`config.mk`:
```
export PLATFORM = sky130hd
export DESIGN_NAME = cmac_ctrl
export DESIGN_NICKNAME = d
export VERILOG_FILES = /design/src/hw/rtl/cmac_pkg.sv /design/src/hw/rtl/cmac_ctrl.sv
export SDC_FILE = /design/constraint.sdc
export NUM_CORES = 1
export LEC_CHECK = 0
export ABC_AREA = 1
export BUFFER_PORTS_ARGS = -buffer_cell sky130_fd_sc_hd__buf_2
export CORE_MARGIN = 1.5
export CORE_UTILIZATION = 35
export CTS_BUF_LIST = sky130_fd_sc_hd__clkbuf_4 sky130_fd_sc_hd__clkbuf_8
export DETAILED_ROUTE_END_ITERATION = 7
export HOLD_SLACK_MARGIN = 0.12
export SYNTH_ARGS = -nofsm -noshare
export SYNTH_HDL_FRONTEND = slang
export SYNTH_SLANG_ARGS = --single-unit
```
`constraint.sdc`:
```
create_clock -name clk -period 1.1 [get_ports clk]
set_input_delay 0.33 -clock clk [delete_from_list [all_inputs] [get_ports clk]]
set_output_delay 0.33 -clock clk [all_outputs]
set_load 0.02 [all_outputs]
```
`src/hw/rtl/cmac_pkg.sv`:
```
package cmac_pkg;

	// Defaults for the top-level parameters.
	localparam int MAX_ORDER_LIMIT_DEF = 8;
	localparam int RADIAL_DEPTH_DEF    = 64;

	// Field widths fixed by the interface.
	localparam int ORD_W      = 4;
	localparam int DIR_W      = 16;
	localparam int WGT_W      = 24;
	localparam int SUM_W      = 48;
	localparam int BIN_W      = 6;
	localparam int BINS_W     = 7;
	localparam int CFG_IDX_W  = 3;
	localparam int CFG_DATA_W = 7;

	// Register indexes of the configuration port.
	localparam logic [CFG_IDX_W-1:0] REG_MAX_ORDER   = 3'd0;
	localparam logic [CFG_IDX_W-1:0] REG_RADIAL_BINS = 3'd1;
	localparam logic [CFG_IDX_W-1:0] REG_X_EVEN      = 3'd2;
	localparam logic [CFG_IDX_W-1:0] REG_Y_EVEN      = 3'd3;
	localparam logic [CFG_IDX_W-1:0] REG_Z_EVEN      = 3'd4;

	typedef enum logic [1:0] {
		OP_ACCUM = 2'd0,
		OP_READ  = 2'd1,
		OP_CLEAR = 2'd2,
		OP_NONE  = 2'd3
	} op_t;

	typedef enum logic [3:0] {
		ST_INIT_CLR,
		ST_IDLE,
		ST_DECODE,
		ST_POWERS,
		ST_TERMS,
		ST_DRAIN1,
		ST_DRAIN2,
		ST_DRAIN3,
		ST_RD_ADDR,
		ST_RD_TAKE,
		ST_CLR_BIN,
		ST_RESULT
	} state_t;

	// Commands from the controller to the datapath.
	typedef struct packed {
		logic latch;
		logic setup;
		logic pow_step;
		logic term_run;
		logic rd_issue;
		logic rd_take;
		logic bin_clear;
		logic init_clear;
	} cmd_t;

	// Status from the datapath to the controller.
	typedef struct packed {
		op_t  op;
		logic bin_ok;
		logic rd_ok;
		logic pow_done;
		logic term_last;
		logic init_last;
	} stat_t;

	// Q1.14 product with round half up and 16-bit saturation.
	function automatic logic signed [15:0] q14_mul(input logic signed [15:0] a,
		input logic signed [15:0] b);
		logic signed [31:0] p;
		logic signed [32:0] t;
		logic signed [18:0] r;
		p = a * b;
		t = 33'(p) + 33'sd8192;
		r = 19'(t >>> 14);
		if (r > 19'sd32767) begin
			return 16'sd32767;
		end else if (r < -19'sd32768) begin
			return -16'sd32768;
		end
		return 16'(r);
	endfunction

	// Weight times monomial, rounded back to Q32.16.
	function automatic logic signed [SUM_W-1:0] weight_inc(
		input logic signed [WGT_W-1:0] w, input logic signed [15:0] m);
		logic signed [39:0] p;
		logic signed [40:0] t;
		p = w * m;
		t = 41'(p) + 41'sd8192;
		return SUM_W'(t >>> 14);
	endfunction

	// Saturating 48-bit accumulate.
	function automatic logic signed [SUM_W-1:0] sat_add(input logic signed [SUM_W-1:0] s,
		input logic signed [SUM_W-1:0] inc);
		logic signed [SUM_W:0] r;
		logic signed [SUM_W:0] hi;
		logic signed [SUM_W:0] lo;
		hi = (SUM_W+1)'({1'b0, {(SUM_W-1){1'b1}}});
		lo = -hi - 1;
		r = (SUM_W+1)'(s) + (SUM_W+1)'(inc);
		if (r > hi) begin
			return {1'b0, {(SUM_W-1){1'b1}}};
		end else if (r < lo) begin
			return {1'b1, {(SUM_W-1){1'b0}}};
		end
		return SUM_W'(r);
	endfunction

	// Count of order triples with total order up to m.
	function automatic int tet(input int m);
		int r;
		case (m)
			0:       r = 1;
			1:       r = 4;
			2:       r = 10;
			3:       r = 20;
			4:       r = 35;
			5:       r = 56;
			6:       r = 84;
			7:       r = 120;
			8:       r = 165;
			9:       r = 220;
			10:      r = 286;
			11:      r = 364;
			12:      r = 455;
			default: r = 0;
		endcase
		return r;
	endfunction

	// Count of order pairs with total order up to m.
	function automatic int tri_cnt(input int m);
		return ((m + 1) * (m + 2)) >>> 1;
	endfunction

	// Position of a triple in x-major, then y, then z order of the table.
	function automatic int term_index(input logic [ORD_W-1:0] a, input logic [ORD_W-1:0] b,
		input logic [ORD_W-1:0] c, input int lim);
		int la;
		la = lim - int'(a);
		return tet(lim) - tet(la) + tri_cnt(la) - tri_cnt(la - int'(b)) + int'(c);
	endfunction

endpackage

```
`src/hw/rtl/cmac_ctrl.sv`:
```
module cmac_ctrl (
	input  logic            clk,
	input  logic            arst_n,
	input  logic            start,
	input  cmac_pkg::stat_t stat,
	output cmac_pkg::cmd_t  cmd,
	output logic            busy,
	output logic            done
);

	cmac_pkg::state_t state_q;
	cmac_pkg::state_t state_d;

	// State register; reset starts the clearing pass over the store.
	always_ff @(posedge clk or negedge arst_n) begin
		if (!arst_n) begin
			state_q <= cmac_pkg::ST_INIT_CLR;
		end else begin
			state_q <= state_d;
		end
	end

	// Next state.
	always_comb begin
		state_d = state_q;
		unique case (state_q)
			cmac_pkg::ST_INIT_CLR: begin
				if (stat.init_last) state_d = cmac_pkg::ST_IDLE;
			end
			cmac_pkg::ST_IDLE: begin
				if (start) state_d = cmac_pkg::ST_DECODE;
			end
			cmac_pkg::ST_DECODE: begin
				if (stat.op == cmac_pkg::OP_NONE || !stat.bin_ok) begin
					state_d = cmac_pkg::ST_RESULT;
				end else begin
					unique case (stat.op)
						cmac_pkg::OP_ACCUM: state_d = cmac_pkg::ST_POWERS;
						cmac_pkg::OP_READ:
							state_d = stat.rd_ok ? cmac_pkg::ST_RD_ADDR : cmac_pkg::ST_RESULT;
						cmac_pkg::OP_CLEAR: state_d = cmac_pkg::ST_CLR_BIN;
						default:            state_d = cmac_pkg::ST_RESULT;
					endcase
				end
			end
			cmac_pkg::ST_POWERS: begin
				if (stat.pow_done) state_d = cmac_pkg::ST_TERMS;
			end
			cmac_pkg::ST_TERMS: begin
				if (stat.term_last) state_d = cmac_pkg::ST_DRAIN1;
			end
			cmac_pkg::ST_DRAIN1:  state_d = cmac_pkg::ST_DRAIN2;
			cmac_pkg::ST_DRAIN2:  state_d = cmac_pkg::ST_DRAIN3;
			cmac_pkg::ST_DRAIN3:  state_d = cmac_pkg::ST_RESULT;
			cmac_pkg::ST_RD_ADDR: state_d = cmac_pkg::ST_RD_TAKE;
			cmac_pkg::ST_RD_TAKE: state_d = cmac_pkg::ST_RESULT;
			cmac_pkg::ST_CLR_BIN: begin
				if (stat.term_last) state_d = cmac_pkg::ST_RESULT;
			end
			cmac_pkg::ST_RESULT:  state_d = cmac_pkg::ST_IDLE;
			default:              state_d = cmac_pkg::ST_IDLE;
		endcase
	end

	// Outputs decoded from the current state.
	always_comb begin
		cmd            = '0;
		cmd.latch      = (state_q == cmac_pkg::ST_IDLE) && start;
		cmd.setup      = (state_q == cmac_pkg::ST_DECODE);
		cmd.pow_step   = (state_q == cmac_pkg::ST_POWERS) && !stat.pow_done;
		cmd.term_run   = (state_q == cmac_pkg::ST_TERMS);
		cmd.rd_issue   = (state_q == cmac_pkg::ST_RD_ADDR);
		cmd.rd_take    = (state_q == cmac_pkg::ST_RD_TAKE);
		cmd.bin_clear  = (state_q == cmac_pkg::ST_CLR_BIN);
		cmd.init_clear = (state_q == cmac_pkg::ST_INIT_CLR);
		busy           = (state_q != cmac_pkg::ST_IDLE);
		done           = (state_q == cmac_pkg::ST_RESULT);
	end

	// A result strobe always follows a busy cycle and lasts one cycle.
	a_done_single: assert property (@(posedge clk) disable iff (!arst_n)
		done |=> !done) else $error("result strobe longer than one cycle");
	a_done_busy: assert property (@(posedge clk) disable iff (!arst_n)
		done |-> busy) else $error("result strobe while idle");
	a_latch_idle: assert property (@(posedge clk) disable iff (!arst_n)
		cmd.latch |=> (state_q == cmac_pkg::ST_DECODE))
		else $error("accepted transaction not decoded");

endmodule

```
==> impl_results.md <==
- Post-Route WL: 1.411 mm
- Peak Freq: 0.6410 GHz
- Comb power frac: 78.2%
- Yosys top cell area share: 22.19%
- Final setup violation count: 14
- TritonCTS clock tree: built
- Synth Register Bits: 4
- Capture point of the worst reg-to-reg path: state_q[1]
- Most flop-heavy register: state_q
- FF+latch area: 105.1 sq um
- Synth cell types: 13
- Sink Count: 4
- Critical path's most frequent cell: nor2_4
- Port-buffer cells: 19
- Worst setup SP type: flip-flop
- Clock transition at path regs: 0.03 ns
- Worst vdd ir: 1.670 mV
- Post-route ant nets: 0
- Starting DRT DRC Count: 11
- Die area: 0.001530 sq mm
- Worst R2R Start: state_q[2]
- Pleak: 0.0005117 uW
- DP HPWL: 1.056 mm
- Fin crit share: 141.8%
- Status: finished with violations
- Max Cap Viol: 0
- Final slew viol count: 0
- PwrDens: 2869 mW/mm^2
- Final Non-Filler Cells: 138
- Vias per cell: 4.500
- Top post-synthesis cells by count: 27 x nand2_1, 17 x inv_1, 10 x nor2_1
- Synth area leader: nand2_1
- Reg power frac: 14.4%
- Synthesized area per cell: 5.638 sq um
- CP delay by family, top: flip-flops
- Footprint of the multi-input gates: 350.3 sq um
- Biggest regs: state_q (4)
- Via Count: 621
- CP arrival: 1.23 ns
- Slew margin rel.: 87.59%
- CTS buffer count: 3
- Pint: 1352 uW
- Hold Path End: state_q[2]
- Core footprint: 0.001156 sq mm
- Vias in the first global route: 555
- Nature of the critical path endpoint: output pin
- Largest net degree at the start of global routing: 7
- Unrepaired setup endpoints after global routing: true
- Sw frac: 48.34%
- Min-delay src: stat[1]
- Drt wl/cell: 10.22 um
- Hold crit path type: input port to flip-flop
- NetSw: 1265 uW
- First-pass GRT wire length: 2.104 mm
- Post-synthesis sequential area ratio: 21.92%
- Cell with the most instances after synthesis: nand2_1
- Max reg flops: 4
- Clk buf depth: 2
- Initial antenna violation count: 0
- Clock Skew: 0.008708 ns
- GR Overflow Total: 0
- Cell count after synthesis: 81
- Worst-path maximum fanout: 3
- Die span in x: 39.12 um
- Final worst slack: -0.4601 ns
- Share of power burned in the clock network: 7.4%
- CP max stage delay: 0.44 ns
- Reg2Reg Setup Slack: -0.28 ns
- Mapped Area: 456.7 sq um
- Antenna cells: 0
- WS Path Type: flip-flop to output pin
- Root Driver: clkbuf_4
- Worst Reg-to-Reg Cells: 11
- Synthesized net count: 91
- Slowest CP cell: dfrtp_2
- Final instance area: 912.1 sq um
- Final GP Congestion: 0.8163
- Most used flip-flop cell after synthesis: dfrtp_1
- Initial Util: 39.50%
- DRT Pass-1 Iters: 4
- Largest cells by area after synthesis: nand2_1 22%, dfrtp_1 22%, inv_1 14%
- Ports: 20
- Slew @ Worst Pin: 0.1843 ns
- Failing checks: negative setup slack
- Ys async rst share: 100.0%
- Area growth, synth to finish: 99.73%
- Filler cells: 85
- Worst-skew pair later-pin latency: 0.25 ns
- Total GRT Usage: 20.91%
- Number of flops mapped to enable cells by yosys: 0
- Hold Vio Cnt, Final: 0
- Hold path depth: 4
- Die Ht: 39.12 um
- Drt drc: 0
- Share of layout cells above drive strength 1: 62.90%
- Row Count: 12
- Buf/Inv on CP: 3
- Placed cell areas: 704.4 sq um
- Crit path cell chain: nor2_4 > inv_2 > nor2_4 > inv_2 > nor2_4 > buf_6
- H-tree levels: 1
- YS warnings: 0
- Final period demand of the worst path: 1.560 ns
- CP required: 0.77 ns
- Layout Nets: 136
- Placed insts: 126
-- worst max path at each step --
stage | start | to | depth (start not counted)
after detailed placement | state_q[1] | cmd[7] | 6
final | state_q[2] | cmd[7] | 6
after floorplan | state_q[2] | cmd[7] | 5
after global routing | state_q[2] | cmd[7] | 6
after CTS | state_q[3] | cmd[7] | 6
after global placement | state_q[1] | cmd[7] | 6
-- through the flow --
step / total power, uW / util, % / worst slack (ns) / setup TNS, ns / hold WS [ns]
3_3_place_gp: 1870 / 60.93 / -0.2577 / -2.685 / 0.1374
4_1_cts: 2373 / 72.94 / -0.4615 / -5.239 / 0.3458
3_5_place_dp: 1880 / 60.93 / -0.2863 / -2.809 / 0.1382
6_report: 2617 / 78.90 / -0.4601 / -5.061 / 0.3502
2_1_floorplan: 1287 / - / -0.2365 / -0.8017 / 0.03441
5_1_grt: 2790 / 78.90 / -0.5106 / -5.675 / 0.3908
-- logic make-up after synthesis --
logic type,count (synthesis),share of synthesized area [%]
flops,4,21.92
compound gates,6,6.576
simple gates,52,55.89
buf+inv,19,15.62
-- timing repair --
item	4_1_cts	5_1_grt
gates resized for setup	19	18
endpoints found under the setup margin	14	14
hold buffers	1	0
hold endpoints to repair	4	0
pin swaps	6	8
buffers inserted	6	2
-- tightest hold or removal path, cell delays in order --
cell and delay, ns:
buf_2 0.07, inv_1 0.04, nand2_1 0.05, nand2_1 0.05
-- area by class of cell --
cell class              instances  area share [%]
inverters                      19           8.368
flip-flops and latches          4           11.52
repair buffers                 40           37.31
well taps                      14           1.920
clock buffers                   3           2.469
multi-input cells              58           38.41
-- cells in the final DEF (no fill, tap or decap), drive strengths merged --
cell type and n:
nand3 4, dlygate4sd3 1, nor2 17, o21ai 4
inv 19, buf 39, clkbuf 3, dfrtp 4
nand2 29, a21oi 2, nand3b 2
-- power groups by stage --
stage               logic, uW  registers [uW]  clock network (uW)
finish                   2050             378                 193
global route             2200             385                 203
CTS                      1840             335                 199
detailed placement       1550             335                   0
global placement         1540             331                   0
floorplan                 964             323                   0
-- metal layers --
layer	up-vias	GRT usage (%)	part of all wire [%]	wire (um)
met5	-	0	0	0
met3	3	1.734	3.4	48
met4	0	12.93	1.9	27
met2	18	35.83	51	721
li1	327	-	-	-
met1	273	24.65	44	614
Power figures use the tool's default switching activity.
